==> src/assert_macros.svh <==
// Assertion helpers for the page controller.
`ifndef ASSERT_MACROS_SVH
`define ASSERT_MACROS_SVH
`ifndef SYNTHESIS
`define ASSERT_IMPL(label, clk, rst_n, prop) \
  label: assert property (@(posedge clk) disable iff (!rst_n) prop) else $error("assertion failed");
`define ASSERT_NEXT(label, clk, rst_n, ante, cons) \
  label: assert property (@(posedge clk) disable iff (!rst_n) (ante) |=> (cons)) else $error("assertion failed");
`else
`define ASSERT_IMPL(label, clk, rst_n, prop)
`define ASSERT_NEXT(label, clk, rst_n, ante, cons)
`endif
`endif

==> src/i2cpc_pkg.sv <==
`timescale 1ns / 1ps
package i2cpc_pkg;
  localparam int PAGE_BYTES_DEF = 8;
  localparam logic [11:0] DIV_RESET = 12'd199;

  typedef enum logic [1:0] {REQ_TICK = 2'd0, REQ_WRITE = 2'd1, REQ_READ = 2'd2,
    REQ_NONE = 2'd3} req_t;
  typedef enum logic [1:0] {SEL_CMD = 2'd0, SEL_LO = 2'd1, SEL_HI = 2'd2,
    SEL_NONE = 2'd3} sel_t;

  localparam logic [2:0] CODE_START     = 3'd1;
  localparam logic [2:0] CODE_WRITE     = 3'd2;
  localparam logic [2:0] CODE_STOP      = 3'd3;
  localparam logic [2:0] CODE_READ_LAST = 3'd4;
  localparam logic [2:0] CODE_READ      = 3'd5;

  localparam logic [1:0] CFG_DIV     = 2'd0;
  localparam logic [1:0] CFG_ENABLE  = 2'd1;
  localparam logic [1:0] CFG_STRETCH = 2'd2;

  typedef enum logic [2:0] {PH_IDLE, PH_START, PH_STOP, PH_WRITE, PH_READ} phase_t;

  typedef struct packed {
    logic [1:0]  req_type;
    logic [1:0]  reg_select;
    logic [31:0] write_data;
    logic        sda_in;
    logic        scl_in;
  } in_item_t;

  typedef struct packed {
    logic [31:0] read_data;
    logic        scl_drive_low;
    logic        sda_drive_low;
    logic        busy_res;
  } out_item_t;

  typedef struct packed {
    logic [11:0] divider;
    logic        enable;
    logic        stretch;
  } cfg_t;
endpackage

==> src/i2cpc_if.sv <==
`timescale 1ns / 1ps
interface i2cpc_in_if;
  import i2cpc_pkg::*;
  logic     valid;
  logic     ready;
  in_item_t data;
  modport source (output valid, output data, input ready);
  modport sink (input valid, input data, output ready);
endinterface

interface i2cpc_out_if;
  import i2cpc_pkg::*;
  logic      valid;
  logic      ready;
  out_item_t data;
  modport source (output valid, output data, input ready);
  modport sink (input valid, input data, output ready);
endinterface

==> src/i2c_master_page_controller.sv <==
`timescale 1ns / 1ps
// I2C master with an eight-byte page buffer.
// in channel: one transaction is a clock tick, a register write or a register
// read, with the sampled SDA and SCL levels alongside.
// out channel: one transaction per input transaction, carrying the read data,
// the SCL and SDA pull-down controls and the busy flag after that item.
// cfg port: write enable, index and data; 0 divider, 1 enable, 2 stretch.
// Throughput: one transaction per cycle while in_ready is high; the state update
// is a single pass of logic between the state registers, and the result sits
// in one output register with a skid stage so input is taken while a result
// waits.
// Reset: divider 199, enable and stretch on, buffer and status cleared,
// both lines released, no result pending.
// When the receiver stalls, the skid stage holds one result and then in_ready
// drops until the output drains.
module i2c_master_page_controller
  import i2cpc_pkg::*;
#(
  parameter int PAGE_BYTES = PAGE_BYTES_DEF
) (
  input  logic          clk,
  input  logic          rst_n,
  i2cpc_in_if.sink      in_ch,
  i2cpc_out_if.source   out_ch,
  input  logic          cfg_we,
  input  logic [1:0]    cfg_index,
  input  logic [11:0]   cfg_wdata
);
`include "assert_macros.svh"

  cfg_t      cfg;
  logic      disable_pulse;
  logic      step;
  out_item_t res;
  out_item_t out_r, skid_r;
  logic      out_valid_r, skid_valid_r;

  i2cpc_cfg u_cfg (
    .clk, .rst_n, .cfg_we, .cfg_index, .cfg_wdata, .cfg, .disable_pulse
  );

  assign in_ch.ready = !skid_valid_r;
  assign step = in_ch.valid && in_ch.ready;

  i2cpc_core #(.PAGE_BYTES(PAGE_BYTES)) u_core (
    .clk, .rst_n, .cfg, .disable_pulse, .step, .item(in_ch.data), .res
  );

  always_ff @(posedge clk) begin
    if (!rst_n) begin
      out_valid_r <= 1'b0;
      skid_valid_r <= 1'b0;
    end else begin
      if (!out_valid_r || out_ch.ready) begin
        out_valid_r <= skid_valid_r || step;
        skid_valid_r <= 1'b0;
      end else if (step) begin
        skid_valid_r <= 1'b1;
      end
    end
  end

  always_ff @(posedge clk) begin
    if (!out_valid_r || out_ch.ready) begin
      out_r <= skid_valid_r ? skid_r : res;
    end else if (step) begin
      skid_r <= res;
    end
  end

  assign out_ch.valid = out_valid_r;
  assign out_ch.data = out_r;

  `ASSERT_IMPL(a_skid_needs_out, clk, rst_n, skid_valid_r |-> out_valid_r)
  `ASSERT_NEXT(a_step_gives_out, clk, rst_n, step, out_valid_r)
  `ASSERT_NEXT(a_stall_holds, clk, rst_n, out_valid_r && !out_ch.ready && skid_valid_r,
               skid_valid_r && $stable(out_r))
endmodule

==> src/i2cpc_cfg.sv <==
`timescale 1ns / 1ps
module i2cpc_cfg
  import i2cpc_pkg::*;
(
  input  logic        clk,
  input  logic        rst_n,
  input  logic        cfg_we,
  input  logic [1:0]  cfg_index,
  input  logic [11:0] cfg_wdata,
  output cfg_t        cfg,
  output logic        disable_pulse
);
  cfg_t cfg_r;

  always_ff @(posedge clk) begin
    if (!rst_n) begin
      cfg_r <= '{divider: DIV_RESET, enable: 1'b1, stretch: 1'b1};
    end else if (cfg_we) begin
      unique case (cfg_index)
        CFG_DIV:     cfg_r.divider <= cfg_wdata;
        CFG_ENABLE:  cfg_r.enable <= cfg_wdata[0];
        CFG_STRETCH: cfg_r.stretch <= cfg_wdata[0];
        default: ;
      endcase
    end
  end

  assign cfg = cfg_r;
  assign disable_pulse = cfg_we && (cfg_index == CFG_ENABLE) && !cfg_wdata[0];
endmodule

==> src/i2cpc_core.sv <==
`timescale 1ns / 1ps
module i2cpc_core
  import i2cpc_pkg::*;
#(
  parameter int PAGE_BYTES = PAGE_BYTES_DEF
) (
  input  logic      clk,
  input  logic      rst_n,
  input  cfg_t      cfg,
  input  logic      disable_pulse,
  input  logic      step,
  input  in_item_t  item,
  output out_item_t res
);
  localparam logic [2:0] LEN_MAX = 3'(PAGE_BYTES - 1);

  logic [7:0]  page_r [8];
  logic [7:0]  page_nxt [8];
  logic [7:0]  ack_r, ack_nxt;
  logic [2:0]  code_r, code_nxt, len_r, len_nxt;
  logic        busy_r, busy_nxt;
  logic [11:0] tick_r, tick_nxt;
  logic [3:0]  bit_r, bit_nxt;
  logic [2:0]  byte_r, byte_nxt;
  logic [7:0]  shift_r, shift_nxt;
  phase_t      ph_r, ph_nxt;
  logic [1:0]  line_r, line_nxt;

  logic [11:0] d, low_len;
  logic        sda_low, last_rd;
  logic [2:0]  code, len;
  logic [7:0]  shifted;
  logic [31:0] rd;

  always_comb begin
    d = (cfg.divider == 12'd0) ? 12'd1 : cfg.divider;
    low_len = {1'b0, d[11:1]} + 12'd1;
    last_rd = (code_r == CODE_READ_LAST) && (byte_r >= len_r);
    sda_low = 1'b0;
    case (ph_r)
      PH_STOP:  sda_low = 1'b1;
      PH_WRITE: sda_low = !bit_r[3] && !shift_r[3'd7 - bit_r[2:0]];
      PH_READ:  sda_low = bit_r[3] && !last_rd;
      default:  sda_low = 1'b0;
    endcase
    code = item.write_data[6:4];
    len = (item.write_data[10:8] > LEN_MAX) ? LEN_MAX : item.write_data[10:8];
    shifted = {shift_r[6:0], item.sda_in};
  end

  always_comb begin
    page_nxt = page_r;
    ack_nxt = ack_r;
    code_nxt = code_r;
    len_nxt = len_r;
    busy_nxt = busy_r;
    tick_nxt = tick_r;
    bit_nxt = bit_r;
    byte_nxt = byte_r;
    shift_nxt = shift_r;
    ph_nxt = ph_r;
    line_nxt = line_r;
    rd = '0;
    if (step) begin
      case (req_t'(item.req_type))
        REQ_TICK: begin
          if (cfg.enable && ph_r != PH_IDLE) begin
            if (tick_r < low_len) begin
              line_nxt = {sda_low, 1'b1};
              tick_nxt = tick_r + 12'd1;
            end else begin
              line_nxt = {sda_low, 1'b0};
              if (!(cfg.stretch && !item.scl_in)) begin
                if (tick_r < d) begin
                  tick_nxt = tick_r + 12'd1;
                end else begin
                  tick_nxt = '0;
                  case (ph_r)
                    PH_START, PH_STOP: begin
                      line_nxt = {ph_r == PH_START, 1'b0};
                      busy_nxt = 1'b0;
                      ph_nxt = PH_IDLE;
                      bit_nxt = '0;
                    end
                    default: begin
                      if (!bit_r[3]) begin
                        if (ph_r == PH_READ) begin
                          shift_nxt = shifted;
                          if (bit_r == 4'd7 && 32'(byte_r) < 32'(PAGE_BYTES))
                            page_nxt[byte_r] = shifted;
                        end
                        bit_nxt = bit_r + 4'd1;
                      end else begin
                        if (ph_r == PH_WRITE && !item.sda_in)
                          ack_nxt[byte_r] = 1'b1;
                        if (byte_r >= len_r) begin
                          busy_nxt = 1'b0;
                          ph_nxt = PH_IDLE;
                          bit_nxt = '0;
                        end else begin
                          byte_nxt = byte_r + 3'd1;
                          bit_nxt = '0;
                          shift_nxt = (ph_r == PH_WRITE) ? page_r[byte_r + 3'd1] : 8'd0;
                        end
                      end
                    end
                  endcase
                end
              end
            end
          end
        end
        REQ_WRITE: begin
          case (sel_t'(item.reg_select))
            SEL_CMD: begin
              if (cfg.enable && !busy_r && item.write_data[0] &&
                  code >= CODE_START && code <= CODE_READ) begin
                code_nxt = code;
                len_nxt = len;
                ack_nxt = '0;
                busy_nxt = 1'b1;
                tick_nxt = '0;
                bit_nxt = '0;
                byte_nxt = '0;
                shift_nxt = '0;
                case (code)
                  CODE_START: ph_nxt = PH_START;
                  CODE_STOP:  ph_nxt = PH_STOP;
                  CODE_WRITE: begin
                    ph_nxt = PH_WRITE;
                    shift_nxt = page_r[0];
                  end
                  default:    ph_nxt = PH_READ;
                endcase
              end
            end
            SEL_LO, SEL_HI: begin
              if (!busy_r) begin
                for (int k = 0; k < 4; k++) begin
                  if ((k + (item.reg_select == SEL_HI ? 4 : 0)) < PAGE_BYTES)
                    page_nxt[3'(k) + (item.reg_select == SEL_HI ? 3'd4 : 3'd0)] =
                      item.write_data[8*k +: 8];
                end
              end
            end
            default: ;
          endcase
        end
        REQ_READ: begin
          case (sel_t'(item.reg_select))
            SEL_CMD: rd = {8'd0, ack_r, 5'd0, len_r, 1'b0, code_r, 3'd0, busy_r};
            SEL_LO, SEL_HI: begin
              for (int k = 0; k < 4; k++) begin
                if ((k + (item.reg_select == SEL_HI ? 4 : 0)) < PAGE_BYTES)
                  rd[8*k +: 8] = page_r[3'(k) + (item.reg_select == SEL_HI ? 3'd4 : 3'd0)];
              end
            end
            default: ;
          endcase
        end
        default: ;
      endcase
    end
    if (disable_pulse) begin
      busy_nxt = 1'b0;
      ph_nxt = PH_IDLE;
      tick_nxt = '0;
      bit_nxt = '0;
      line_nxt = '0;
    end
  end

  always_ff @(posedge clk) begin
    if (!rst_n) begin
      for (int k = 0; k < 8; k++) page_r[k] <= '0;
      ack_r <= '0;
      code_r <= '0;
      len_r <= '0;
      busy_r <= 1'b0;
      tick_r <= '0;
      bit_r <= '0;
      byte_r <= '0;
      shift_r <= '0;
      ph_r <= PH_IDLE;
      line_r <= '0;
    end else begin
      page_r <= page_nxt;
      ack_r <= ack_nxt;
      code_r <= code_nxt;
      len_r <= len_nxt;
      busy_r <= busy_nxt;
      tick_r <= tick_nxt;
      bit_r <= bit_nxt;
      byte_r <= byte_nxt;
      shift_r <= shift_nxt;
      ph_r <= ph_nxt;
      line_r <= line_nxt;
    end
  end

  always_comb begin
    res.read_data = rd;
    res.scl_drive_low = cfg.enable && line_nxt[0];
    res.sda_drive_low = cfg.enable && line_nxt[1];
    res.busy_res = busy_nxt;
  end
endmodule
==> src/flat_wrapper.sv <==
// flat-port wrapper written by rule: the top's interface ports become plain ports
module i2c_master_page_controller_flat import i2cpc_pkg::*;
#(
  parameter int PAGE_BYTES = PAGE_BYTES_DEF
)
  (clk, rst_n, cfg_we, cfg_index, cfg_wdata, in_ch_valid, in_ch_data, in_ch_ready, out_ch_valid, out_ch_data, out_ch_ready);
  i2cpc_in_if in_ch_i ();
  i2cpc_out_if out_ch_i ();
  input  logic clk;
  input  logic rst_n;
  input  logic cfg_we;
  input  logic [1:0] cfg_index;
  input  logic [11:0] cfg_wdata;
  input wire logic [$bits(in_ch_i.valid)-1:0] in_ch_valid;
  input wire logic [$bits(in_ch_i.data)-1:0] in_ch_data;
  output wire logic [$bits(in_ch_i.ready)-1:0] in_ch_ready;
  output wire logic [$bits(out_ch_i.valid)-1:0] out_ch_valid;
  output wire logic [$bits(out_ch_i.data)-1:0] out_ch_data;
  input wire logic [$bits(out_ch_i.ready)-1:0] out_ch_ready;
  assign in_ch_i.valid = in_ch_valid;
  assign in_ch_i.data = in_ch_data;
  assign in_ch_ready = in_ch_i.ready;
  assign out_ch_valid = out_ch_i.valid;
  assign out_ch_data = out_ch_i.data;
  assign out_ch_i.ready = out_ch_ready;
  i2c_master_page_controller #(.PAGE_BYTES(PAGE_BYTES)) u_core (.clk(clk), .rst_n(rst_n), .in_ch(in_ch_i), .out_ch(out_ch_i), .cfg_we(cfg_we), .cfg_index(cfg_index), .cfg_wdata(cfg_wdata));
endmodule
==> config.mk <==
export PLATFORM = sky130hd
export DESIGN_NAME = i2c_master_page_controller_flat
export DESIGN_NICKNAME = d
export VERILOG_FILES = /design/src/i2cpc_pkg.sv /design/src/i2cpc_if.sv /design/src/i2c_master_page_controller.sv /design/src/i2cpc_cfg.sv /design/src/i2cpc_core.sv /design/src/flat_wrapper.sv
export VERILOG_INCLUDE_DIRS = /design/src /design/src/src
export SDC_FILE = /design/constraint.sdc
export NUM_CORES = 1
export LEC_CHECK = 0
export BUFFER_PORTS_ARGS = -buffer_cell sky130_fd_sc_hd__buf_4
export CAP_MARGIN = 25
export CORE_MARGIN = 8
export CORE_UTILIZATION = 25
export DETAILED_ROUTE_END_ITERATION = 10
export GPL_ROUTABILITY_DRIVEN = 0
export PLACE_DENSITY = 0.51
export SYNTH_ARGS = -nofsm -noshare
export SYNTH_HDL_FRONTEND = slang
export SYNTH_SLANG_ARGS = --single-unit
==> constraint.sdc <==
create_clock -name clk -period 5.2 [get_ports clk]
set_clock_uncertainty 0.15 [all_clocks]
set_input_delay 1.04 -clock clk [delete_from_list [all_inputs] [get_ports clk]]
set_output_delay 1.04 -clock clk [all_outputs]
set_load 0.03 [all_outputs]
## Word level (Yosys, flattened, before mapping)

Cells that the tools add are included.

- Logic and storage cells: 318
- Output and inout port bits: 37
- Bits of input ports: 57
- Register bits after elaboration: 197

- $add $sub $neg: 11
- Order comparisons: 24
- Reductions and logical operators: 54
- Bitwise gates (word level): 9
- Mux-type cells: 154
- Eq/ne operators: 35

Operators by type and width:

| operator | number |
|---|---|
| 64-bit 2-to-1 mux | 26 |
| 64-bit bitwise mux | 5 |
| 8-bit 2-to-1 mux | 40 |
| 64-bit one-hot mux with 2 select lines | 1 |
| 8-bit binary-select mux with 3-bit select | 5 |
| 8-bit demux with 3-bit select | 5 |
| 32-bit by 5-bit < comparator with 1-bit output, second input constant | 3 |
| 12-bit 2-to-1 mux | 7 |
| 32-bit 2-to-1 mux | 2 |
| 32-bit one-hot mux with 2 select lines | 1 |
| 3-bit 2-to-1 mux | 21 |
| 35-bit 2-to-1 mux | 1 |
| 11-bit AND reduction | 3 |
| 2-bit by 32-bit adder with 32-bit output, first input constant | 1 |
| 3-bit by 32-bit adder with 32-bit output, first input constant | 1 |
| 4-bit 2-to-1 mux | 8 |
| 8-bit one-hot mux with 2 select lines | 2 |
| 2-bit != test, second input constant | 15 |
| 4-bit >= comparator, second input constant | 6 |
| 12-bit < comparator | 2 |
| 3-bit inverter with 4-bit output | 6 |
| 12-bit one-hot mux with 2 select lines | 1 |
| 1-bit logical AND | 21 |
| 4-bit by 1-bit < comparator with 1-bit output, second input constant | 5 |
| 45 further kinds | 99 |

## Logic depth before layout (Yosys ltp)

Gate-level depths: netlist of run 1.

- Word-level depth: 30
- Mapped depth: 16
- Mapped depth without buffers: 14

## Cells and area by module

Synthesis of run 1 repeated with hierarchy kept, for this count alone.

- Cell total of the unflattened synthesis: 1,041
- Area total of the unflattened synthesis: 10,573.9 sq um

By module, submodules not included:

| module | times used | seq. area each (sq um) | cells each | area each (sq um) |
|---|---|---|---|---|
| i2cpc_core | 1 | 2,222.1 | 862 | 7,330.8 |
| i2c_master_page_controller | 1 | 2,142.1 | 118 | 2,638.8 |
| i2cpc_cfg | 1 | 280.3 | 61 | 604.3 |

## Worst setup path after synthesis of run 1

No wires, ideal clock.

- Kind: input to register
- Start point: in out_ch_ready
- End point: reg u_core.skid_r[0] in the netlist's numbering, enable pin
- Path buffers: 0
- Data required time: 4.623 ns
- Arrival: 3.553 ns
- Slack: 1.069 ns
- Setup time: 0.427 ns
- Stages: 2
- Cells stage by stage: nand2b_1 -> nor2_1

- Longest elaborated chain between the ends: 3

Ends and longest elaborated chain:

| item | line | source |
|---|---|---|
| start, declared | flat_wrapper.sv:19 | `input wire logic [$bits(out_ch_i.ready)-1:0] out_ch_ready;` |
| 1-bit logical OR | i2c_master_page_controller.sv:64 | `if (!out_valid_r \|\| out_ch.ready) begin` |
| 1-bit inverter (no line) | -- |  |
| 2-bit AND reduction (no line) | -- |  |
| end signal, assigned | i2c_master_page_controller.sv:67 | `skid_r <= res;` |
| end, declared | i2c_master_page_controller.sv:35 | `out_item_t out_r, skid_r;` |

No other way between the ends.
A chain may end at the register's enable or synchronous reset.

## Worst setup path after layout of run 1

- Start point: reg u_core.u_cfg.cfg_r (netlist bit u_core.u_cfg.cfg[3])
- End point: reg u_core.u_core.page_r[58] in the netlist's numbering

- Longest elaborated chain between the ends: 6
- Elaborated cells between the ends (all ways): 8
- Classes of those cells: add/sub (1); order compare (2); eq/ne (2); mux (1); reduce/logical (2)

Ends and longest elaborated chain:

| item | line | source |
|---|---|---|
| start, declared | i2cpc_cfg.sv:13 | `cfg_t cfg_r;` |
| start signal, assigned | i2cpc_cfg.sv:17 | `cfg_r <= '{divider: DIV_RESET, enable: 1'b1, stretch: 1'b1};` |
| 12-bit zero test | i2cpc_core.sv:36 | `d = (cfg.divider == 12'd0) ? 12'd1 : cfg.divider;` |
| 12-bit 2-to-1 mux (*) | i2cpc_core.sv:36 |  |
| 11-bit by 1-bit adder with 12-bit output | i2cpc_core.sv:37 | `low_len = {1'b0, d[11:1]} + 12'd1;` |
| 12-bit < comparator | i2cpc_core.sv:68 | `if (tick_r < low_len) begin` |
| 2-bit != test (no line) | -- |  |
| 12-bit AND reduction (no line) (*) | -- |  |
| end signal, assigned | i2cpc_core.sv:187 | `page_r <= page_nxt;` |
| end, declared | i2cpc_core.sv:17 | `logic [7:0] page_r [8];` |

Mark *: on every way between the ends. The rest lies on a longest branch, timed or not.

==> flow_summary.yaml, run 1 <==
outcome:
  status: "finished, final reports clean"
synth:
  synth_area_leaders: "dfxtp_1, edfxtp_1, o221a_2"
  synth_area_leader_cell: "dfxtp_1"
  synth_top_cell_area_share: 0.237
  synth_warnings: 0
  synth-edff-count: 70
  postSynthAreaPerCell_um2: 9.86
  ys_ff_latch: 197
  postSynthCellCount: 1088
  synth.most_common_cell: "dfxtp_1"
  seq_area_frac_synth: 0.433
  synth-main-ff-cell: "dfxtp_1"
  synth_nets: 1177
  netlist_area_um2: 10700
  yosys-top-cells-count: "dfxtp_1, nand2_1, nor2_1"
  synth_cell_types: 71
  synth-async-reset-ratio: 0
detailed_routing:
  ant_nets: 0
  drt_iter0_drc: 800
  dr.pass1.iters: 5
  wl_per_cell_um: 20.4
  dr_total_vias: 8658
  routed_wl_um: 34500
  drc: 0
  viasPerCell: 5.12
grt:
  track_usage: 0.135
  antenna_found_initial: 1
  grt_pass1_wl_um: 52600
  grt_pass1_vias: 8480
  grt_overflow_total: 0
  grt_max_degree: 89
cts:
  clock_latency_ps: 450
  cts_tree: "built"
  path_clk_slew_ps: 90
  postCtsHoldBufs: 0
  h-tree-depth: 4
  numCtsBuffers: 17
  cts_setup_buffers: 0
  clockBufferDepth: 2
  cts.repair.resized: 0
  clock-root-buffer: "clkbuf_16"
  cts.sinks: 197
floorplan:
  start_util: 0.251
  die_y_um: 223
  rows: 76
  die-area_um2: 49800
  core-area_um2: 42700
  io_pins: 94
  die_w_um: 223
final_layout:
  fin_nets: 1219
  fin_util: 0.293
  drive_above_1_share: 0.221
  area_growth_pct: 16.7
  fill_cells: 4420
worst_hold_path:
  whs_path_depth: 2
  min_path_type: "register to register"
power_and_ir_drop:
  vdd_drop_max_uv: 132
  power_density_nw_per_um2: 267
  p_leak_nw: 4.89
critical_path:
  rr_worst_depth: 14
  worst-endpoint-arrival_ps: 4220
  crit_chain: "ha_1, and3_1, nand3_1, nor2_1, nand2_1, xnor2_1, ha_1, nand3_1, a2111o_1, o311ai_4, a21o_4, nand4_4, a21oi_4, o221a_2"
  cp_max_fo: 36
  setup.worst_path.start_class: "register"
  end_kind: "register"
  required_ps: 5450
  cpPeakStageDelay_ps: 530
  critical_path.slowest_cell: "nand4_4"
  path_class: "register to register"
placed_design:
  port_buffers: 93
  dpl.hpwl_um: 24900
sta:
  period_share: 0.765
  maxSlewHeadroom: 0.342
  setup_viol: 0
  hold_violations: 0
  slew_viol_final: 0
  fmax_ghz: 0.252
  tightest_slew_ps: 986
  min_period_ps: 3980
  fin_tns_setup_ps: 0
  rsz0062_at_grt: "no"
flow_run:
  cap_violations: 0
worst paths after layout:
path	startpoint	endpoint	slack (ps)
max	u_core.u_cfg.cfg[3]$_SDFFE_PN1P_	u_core.u_core.page_r[58]$_SDFFE_PN0P_	1220
min reg2reg	u_core.u_cfg.cfg[2]$_SDFFE_PN1P_	u_core.u_cfg.cfg[2]$_SDFFE_PN1P_	320
max reg2reg	u_core.u_cfg.cfg[3]$_SDFFE_PN1P_	u_core.u_core.page_r[58]$_SDFFE_PN0P_	1220
min	u_core.u_cfg.cfg[2]$_SDFFE_PN1P_	u_core.u_cfg.cfg[2]$_SDFFE_PN1P_	320
critical path, delay by kind of cell, from the launching register on:
family / cells / cell delay [ps]
flip-flops: 1 / 390
AO/OA/AOI/OAI: 5 / 1510
adder cells (fa/ha/maj): 2 / 490
AND/OR/NAND/NOR: 6 / 1250
XOR/XNOR: 1 / 130
report_power, final:
part	internal, mW	leakage [nW]	switching (mW)
combinational	0.113	2.84	0.199
sequential	1.62	1.75	0.0207
clock	0.661	0.297	0.726
total	2.39	4.89	0.946
sequential cells by signal (all words and copies together), names as in the netlist:
register	flops
u_core.u_cfg.cfg	14
u_core.u_core.ph_r	3
u_core.skid_valid_r	1
u_core.u_core.byte_r	3
u_core.out_ch.data	35
u_core.u_core.bit_r	4
u_core.skid_r	35
u_core.u_core.len_r	3
u_core.u_core.line_r	2
u_core.u_core.page_r	64
u_core.u_core.code_r	3
u_core.u_core.ack_r	8
u_core.u_core.tick_r	12
u_core.u_core.shift_r	8
u_core.out_ch.valid	1
u_core.u_core.busy_r	1
metal layers:
layer	GRT usage	vias up	share of wire
li1	-	4131	-
met1	0.189	4266	0.48
met2	0.211	220	0.46
met3	0.0194	41	0.044
met4	0.0482	0	0.025
met5	0	-	0
cell families (layout without fill, tap and decap cells):
kind of cell | count (synthesis) | in the layout | synth area share
xor gates and xnor gates | 23 | 23 | 0.0188
DFF | 197 | 197 | 0.433
adders and majority gates | 32 | 32 | 0.0373
AOI/OAI and AO/OA | 280 | 280 | 0.207
other | 0 | 1 | 0
muxes | 81 | 81 | 0.0985
buffers and inverters | 115 | 170 | 0.0429
and+or+nand+nor | 360 | 360 | 0.163
through the flow:
stage	area [µm²]	setup WS (ps)	hold slack [ps]	power (mW)	cells
global route	12500	944	340	3.45	1690
global placement	11900	1330	301	1.99	1656
CTS	12500	1230	321	3.37	1688
finish	12500	1220	317	3.34	1690
detailed placement	11900	1240	302	1.99	1656
floorplan	10700	1070	283	1.86	1088
layout make-up:
| class | instances | area [µm²] | area share |
|---|---|---|---|
| Multi-Input combinational cell | 776 | 5640 | 0.450 |
| Sequential cell | 197 | 4640 | 0.371 |
| Timing Repair Buffer | 109 | 831 | 0.0663 |
| Tap cell | 546 | 683 | 0.0545 |
| Clock buffer | 17 | 425 | 0.0340 |
| Clock inverter | 15 | 189 | 0.0151 |
| Inverter | 29 | 109 | 0.00869 |
| Antenna cell | 1 | 2.50 | 0.000200 |
cell usage in the layout (no fill, tap or decap), drive strengths merged, types with 3 or more instances in the layout:
master,synthesis,final
nand4,12,12
inv,29,37
o211ai,8,8
and3,7,7
buf,21,109
a22oi,31,31
nor4,4,4
a211o,4,4
and2,5,5
nor3,5,5
nor2b,4,4
mux2i,46,46
a21oi,30,30
mux4,18,18
clkbuf,65,17
ha,32,32
dfxtp,127,127
nand2b,10,10
nor2,95,95
xor2,11,11
mux2,17,17
o221a,56,56
edfxtp,70,70
o31ai,3,3
a21o,39,39
nand3b,34,34
a31oi,7,7
nand2,123,123
a211oi,11,11
xnor2,12,12
a41oi,3,3
or3,4,4
nand3,45,45
clkinv,0,7
or4,3,3
o21ai,74,74
Note: power is estimated with default switching activity, not from simulation.
==> run 2, diff against run 1 <==
Clock period 5.2 ns to 3.7 ns, I/O delays scaled along.
==> flow_summary.yaml, run 2 (same netlist as run 1, synthesis figures left out) <==
outcome:
  status: "finished, final reports clean"
final_layout:
  fin_area_um2: 12700
  fill_cells: 4405
  drive_above_1_share: 0.234
  finalNonFillerCells: 1705
  fin_nets: 1234
  area_growth_pct: 18.2
  top_register: "u_core.u_core.page_r"
  mostFrequentLayoutCells: "dfxtp_1, nand2_1, buf_4, nor2_1, o21ai_0"
  layout_commonest_cell: "dfxtp_1"
  largest_register_ffs: 64
grt:
  grt_overflow_total: 0
  grt_max_degree: 88
  grt_pass1_vias: 8608
  grt_pass1_wl_um: 53100
  track_usage: 0.136
  antenna_found_initial: 2
sta:
  rsz0062_at_grt: "no"
  setup_viol: 0
  fin_tns_setup_ps: 0
  fmax_ghz: 0.290
  hold_violations: 0
  slew_viol_final: 0
  tightest_slew_ps: 920
  min_period_ps: 3440
  period_share: 0.931
  fin_ws_ps: 257
  maxSlewHeadroom: 0.385
detailed_routing:
  viasPerCell: 5.08
  wl_per_cell_um: 20.2
  routed_wl_um: 34400
  drt_iter0_drc: 732
  drc: 0
  dr_total_vias: 8668
  highest_layer: "met4"
  wl_met2_um: 15600
  wl_met3_um: 1760
  wirelength_met1_um: 16200
  ant_nets: 0
  dr.pass1.iters: 5
cts:
  postCtsHoldBufs: 0
  path_clk_slew_ps: 70
  h-tree-depth: 4
  clock-root-buffer: "clkbuf_16"
  clockBufferDepth: 2
  numCtsBuffers: 17
  cts_tree: "built"
  clock_latency_ps: 450
  cts.sinks: 197
placed_design:
  dpl.hpwl_um: 25300
  post-place-ws_ps: 178
  port_buffers: 93
  place_inst: 1669
  place_area_um2: 12000
critical_path:
  critical_path.slowest_cell: "a21oi_1"
  crit_chain: "inv_1, nor3_1, nand3_1, nor2_1, xnor2_1, ha_1, a211o_1, a31oi_1, o311ai_4, buf_4, a21oi_1, nand4_1, xor2_1, nor2_1"
  setup.worst_path.start_class: "register"
  end_kind: "register"
  cp_max_fo: 6
  cpPeakStageDelay_ps: 430
  worst-endpoint-arrival_ps: 3630
  path_class: "register to register"
  required_ps: 3890
  crit_top_cell: "nor2_1"
floorplan:
  die-area_um2: 49800
  core-area_um2: 42700
  rows: 76
  die_y_um: 223
  io_pins: 94
  start_util: 0.251
  die_w_um: 223
worst_hold_path:
  min_path_type: "register to register"
power_and_ir_drop:
  p_int_mw: 3.39
  p_comb_frac: 0.093
  total_power_mw: 4.74
  seq_power_share: 0.487
  power_density_nw_per_um2: 374
  p_clk_frac: 0.420
  p_leak_nw: 4.98
  switchingPower_mw: 1.35
  vdd_drop_max_uv: 236
  swShare: 0.284
flow_run:
  cap_violations: 0
-- run 2: what timing repair did --
item	4_1_cts	5_1_grt
endpoints found under the setup margin	0	38
resized for setup	0	3
endpoints found under the hold margin	0	0
buffers inserted	0	3
-- run 2: through the flow --
stage                     hold slack (ps)   util
after floorplan                       283      -
after global placement                298  0.281
after detailed placement              310  0.281
after CTS                             321  0.296
after global routing                  349  0.297
final                                 320  0.297
-- run 2: per-layer routing --
layer | up-vias | track usage
met4 | 0 | 0.0465
li1 | 4160 | -
met5 | - | 0
met2 | 229 | 0.213
met1 | 4243 | 0.188
met3 | 36 | 0.0206
-- run 2: power groups by stage --
stage | combinational (mW) | sequential [mW] | clock (mW)
global placement | 0.439 | 2.36 | 0
CTS | 0.443 | 2.31 | 2.04
floorplan | 0.224 | 2.39 | 0
global route | 0.478 | 2.31 | 2.13
detailed placement | 0.442 | 2.36 | 0
finish | 0.441 | 2.31 | 1.99
-- run 2: worst max-delay path: cells and delay by family (launching register included) --
kind	cells	cell delay, ps
compound gates	4	1140
xor+xnor	2	330
fa+ha+maj	1	280
buf+inv	2	280
flops	1	380
simple gates	5	790
-- run 2: cell type report --
type | count | area, µm² | area share
Timing Repair Buffer | 124 | 956 | 0.0754
Antenna cell | 1 | 2.50 | 0.000197
Tap cell | 546 | 683 | 0.0539
Clock inverter | 15 | 210 | 0.0166
Multi-Input combinational cell | 776 | 5650 | 0.446
Clock buffer | 17 | 425 | 0.0335
Inverter | 29 | 109 | 0.00858
Sequential cell | 197 | 4650 | 0.366
-- run 2: final timing paths --
| check | start | to | slack [ps] | depth (start not counted) |
|---|---|---|---|---|
| max | u_core.u_cfg.cfg[4]$_SDFFE_PN1P_ | u_core.u_core.tick_r[4]$_SDFFE_PP0P_ | 260 | 14 |
| min reg2reg | u_core.u_core.shift_r[7]$_SDFFE_PN0P_ | u_core.u_core.shift_r[7]$_SDFFE_PN0P_ | 320 | 2 |
| max reg2reg | u_core.u_cfg.cfg[4]$_SDFFE_PN1P_ | u_core.u_core.tick_r[4]$_SDFFE_PP0P_ | 260 | 14 |
| min | u_core.u_core.shift_r[7]$_SDFFE_PN0P_ | u_core.u_core.shift_r[7]$_SDFFE_PN0P_ | 320 | 2 |
==> run 3, diff against run 2 <==
Clock period 3.7 ns to 3.24 ns, I/O delays scaled along.
==> flow_summary.yaml, run 3 (same netlist as run 1, synthesis figures left out) <==
cts:
  numCtsBuffers: 17
  h-tree-depth: 4
  cts_tree: "built"
  clockBufferDepth: 2
  clock-root-buffer: "clkbuf_16"
  path_clk_slew_ps: 70
  cts.sinks: 197
  clock_latency_ps: 450
placed_design:
  dpl.hpwl_um: 26200
  post-place-ws_ps: -148
  place_inst: 1705
  port_buffers: 93
power_and_ir_drop:
  power_density_nw_per_um2: 403
  vdd_drop_max_uv: 261
  p_leak_nw: 5.20
sta:
  hold_violations: 0
  rsz0062_at_grt: "yes"
  tightest_slew_ps: 782
  period_share: 1.01
  fmax_ghz: 0.305
  slew_viol_final: 0
  fin_ws_ps: -39.6
  min_period_ps: 3280
  maxSlewHeadroom: 0.479
  setup_viol: 2
flow_run:
  cap_violations: 0
final_layout:
  fin_util: 0.308
  largest_register_ffs: 64
  area_growth_pct: 22.4
  layout_commonest_cell: "buf_4"
  mostFrequentLayoutCells: "buf_4, dfxtp_1, nand2_1, nor2_1"
  drive_above_1_share: 0.277
  finalNonFillerCells: 1745
  top_register: "u_core.u_core.page_r"
  fin_nets: 1274
grt:
  grt_max_degree: 72
  grt_pass1_vias: 8685
  track_usage: 0.140
  antenna_found_initial: 2
  grt_overflow_total: 0
  grt_pass1_wl_um: 54200
detailed_routing:
  dr_total_vias: 8888
  routed_wl_um: 35400
  dr.pass1.iters: 5
  drc: 0
  ant_nets: 0
  viasPerCell: 5.09
  drt_iter0_drc: 830
  wl_per_cell_um: 20.3
floorplan:
  core-area_um2: 42700
  die-area_um2: 49800
  rows: 76
  io_pins: 94
  start_util: 0.251
  die_w_um: 223
  die_y_um: 223
worst_hold_path:
  holdCritStartpoint: "cfg_wdata[6]"
  min_path_type: "input pin to register"
critical_path:
  path_class: "register to register"
  setup.worst_path.start_class: "register"
  required_ps: 3270
  worst-endpoint-arrival_ps: 3310
  cp_max_fo: 4
  cp-startpoint: "u_core.u_cfg.cfg[3]$_SDFFE_PN1P_"
  r2r-start: "u_core.u_cfg.cfg[3]$_SDFFE_PN1P_"
  end_kind: "register"
outcome:
  status: "finished, violations left"
  violations: "setup timing"
-- run 3: changes by cell type in the layout (fill, tap and decap cells not counted), moves of 3 or more --
cell      previous run  this run
a21oi_4              5         8
inv_12               5         0
nand3_2              0         3
a21oi_1             22        17
nand3_1             45        41
buf_4              122       157
nor2_4               1         4
clkinv_8             3         0
buf_6                0         4
-- run 3: routing by layer --
| layer | vias to the layer above | global-route usage | share of wire |
|---|---|---|---|
| met2 | 254 | 0.220 | 0.46 |
| li1 | 4238 | - | - |
| met3 | 44 | 0.0273 | 0.054 |
| met1 | 4350 | 0.192 | 0.47 |
| met5 | - | 0 | 0.00037 |
| met4 | 2 | 0.0416 | 0.021 |
-- run 3: path summary, 6_finish.rpt --
kind,cells past startpoint,end,slack (ps)
setup / recovery,13,u_core.out_ch.data[1]$_DFFE_PP_,-40
hold / removal,3,u_core.u_cfg.cfg[8]$_SDFFE_PN1P_,300
hold reg to reg,2,u_core.u_core.shift_r[7]$_SDFFE_PN0P_,320
setup reg to reg,13,u_core.out_ch.data[1]$_DFFE_PP_,-40
-- run 3: critical path, cell delays in order, from the launching register on --
cell,delay [ps]
dfxtp_2,360
inv_1,70
nor3_2,220
nand3_2,160
buf_6,150
xnor2_1,110
ha_1,320
nand3_2,70
a2111o_1,430
o311ai_4,130
o211ai_1,210
or4_1,450
o221ai_2,110
o31ai_1,90
-- run 3: repair_timing --
| item | 4_1_cts | 5_1_grt |
|---|---|---|
| buffers inserted | 5 | 1 |
| pin swaps | 6 | 12 |
| endpoints found under the hold margin | 0 | 0 |
| endpoints found under the setup margin | 81 | 109 |
| gates cloned | 0 | 1 |
| gates resized for setup | 8 | 32 |
| hold buffers | 0 | 0 |
-- run 3: power by group --
part	leakage, nW	switching (mW)	internal, mW
Sequential	1.75	0.0314	2.60
Combinational	3.17	0.335	0.208
Clock	0.282	1.04	1.08
-- run 3: per-stage QoR --
step	cell area [µm²]	total power, mW	hold WS [ps]	TNS (ps)
2_1_floorplan	10800	2.99	283	-32.7
3_3_place_gp	12300	3.22	300	-2610
3_5_place_dp	12300	3.22	314	-6180
4_1_cts	13000	5.34	281	-57.3
5_1_grt	13100	5.50	293	-7870
6_report	13100	5.30	302	-55.2
-- run 3: area by class of cell --
cell class                      instances  area [µm²]
Tap cell                              546         683
Antenna cell                            1        2.50
Clock buffer                           17         425
Inverter                               29         109
Clock inverter                         15         144
Multi-Input combinational cell        776        5840
Timing Repair Buffer                  164        1280
Fill cell                            4372       29600
Sequential cell                       197        4650
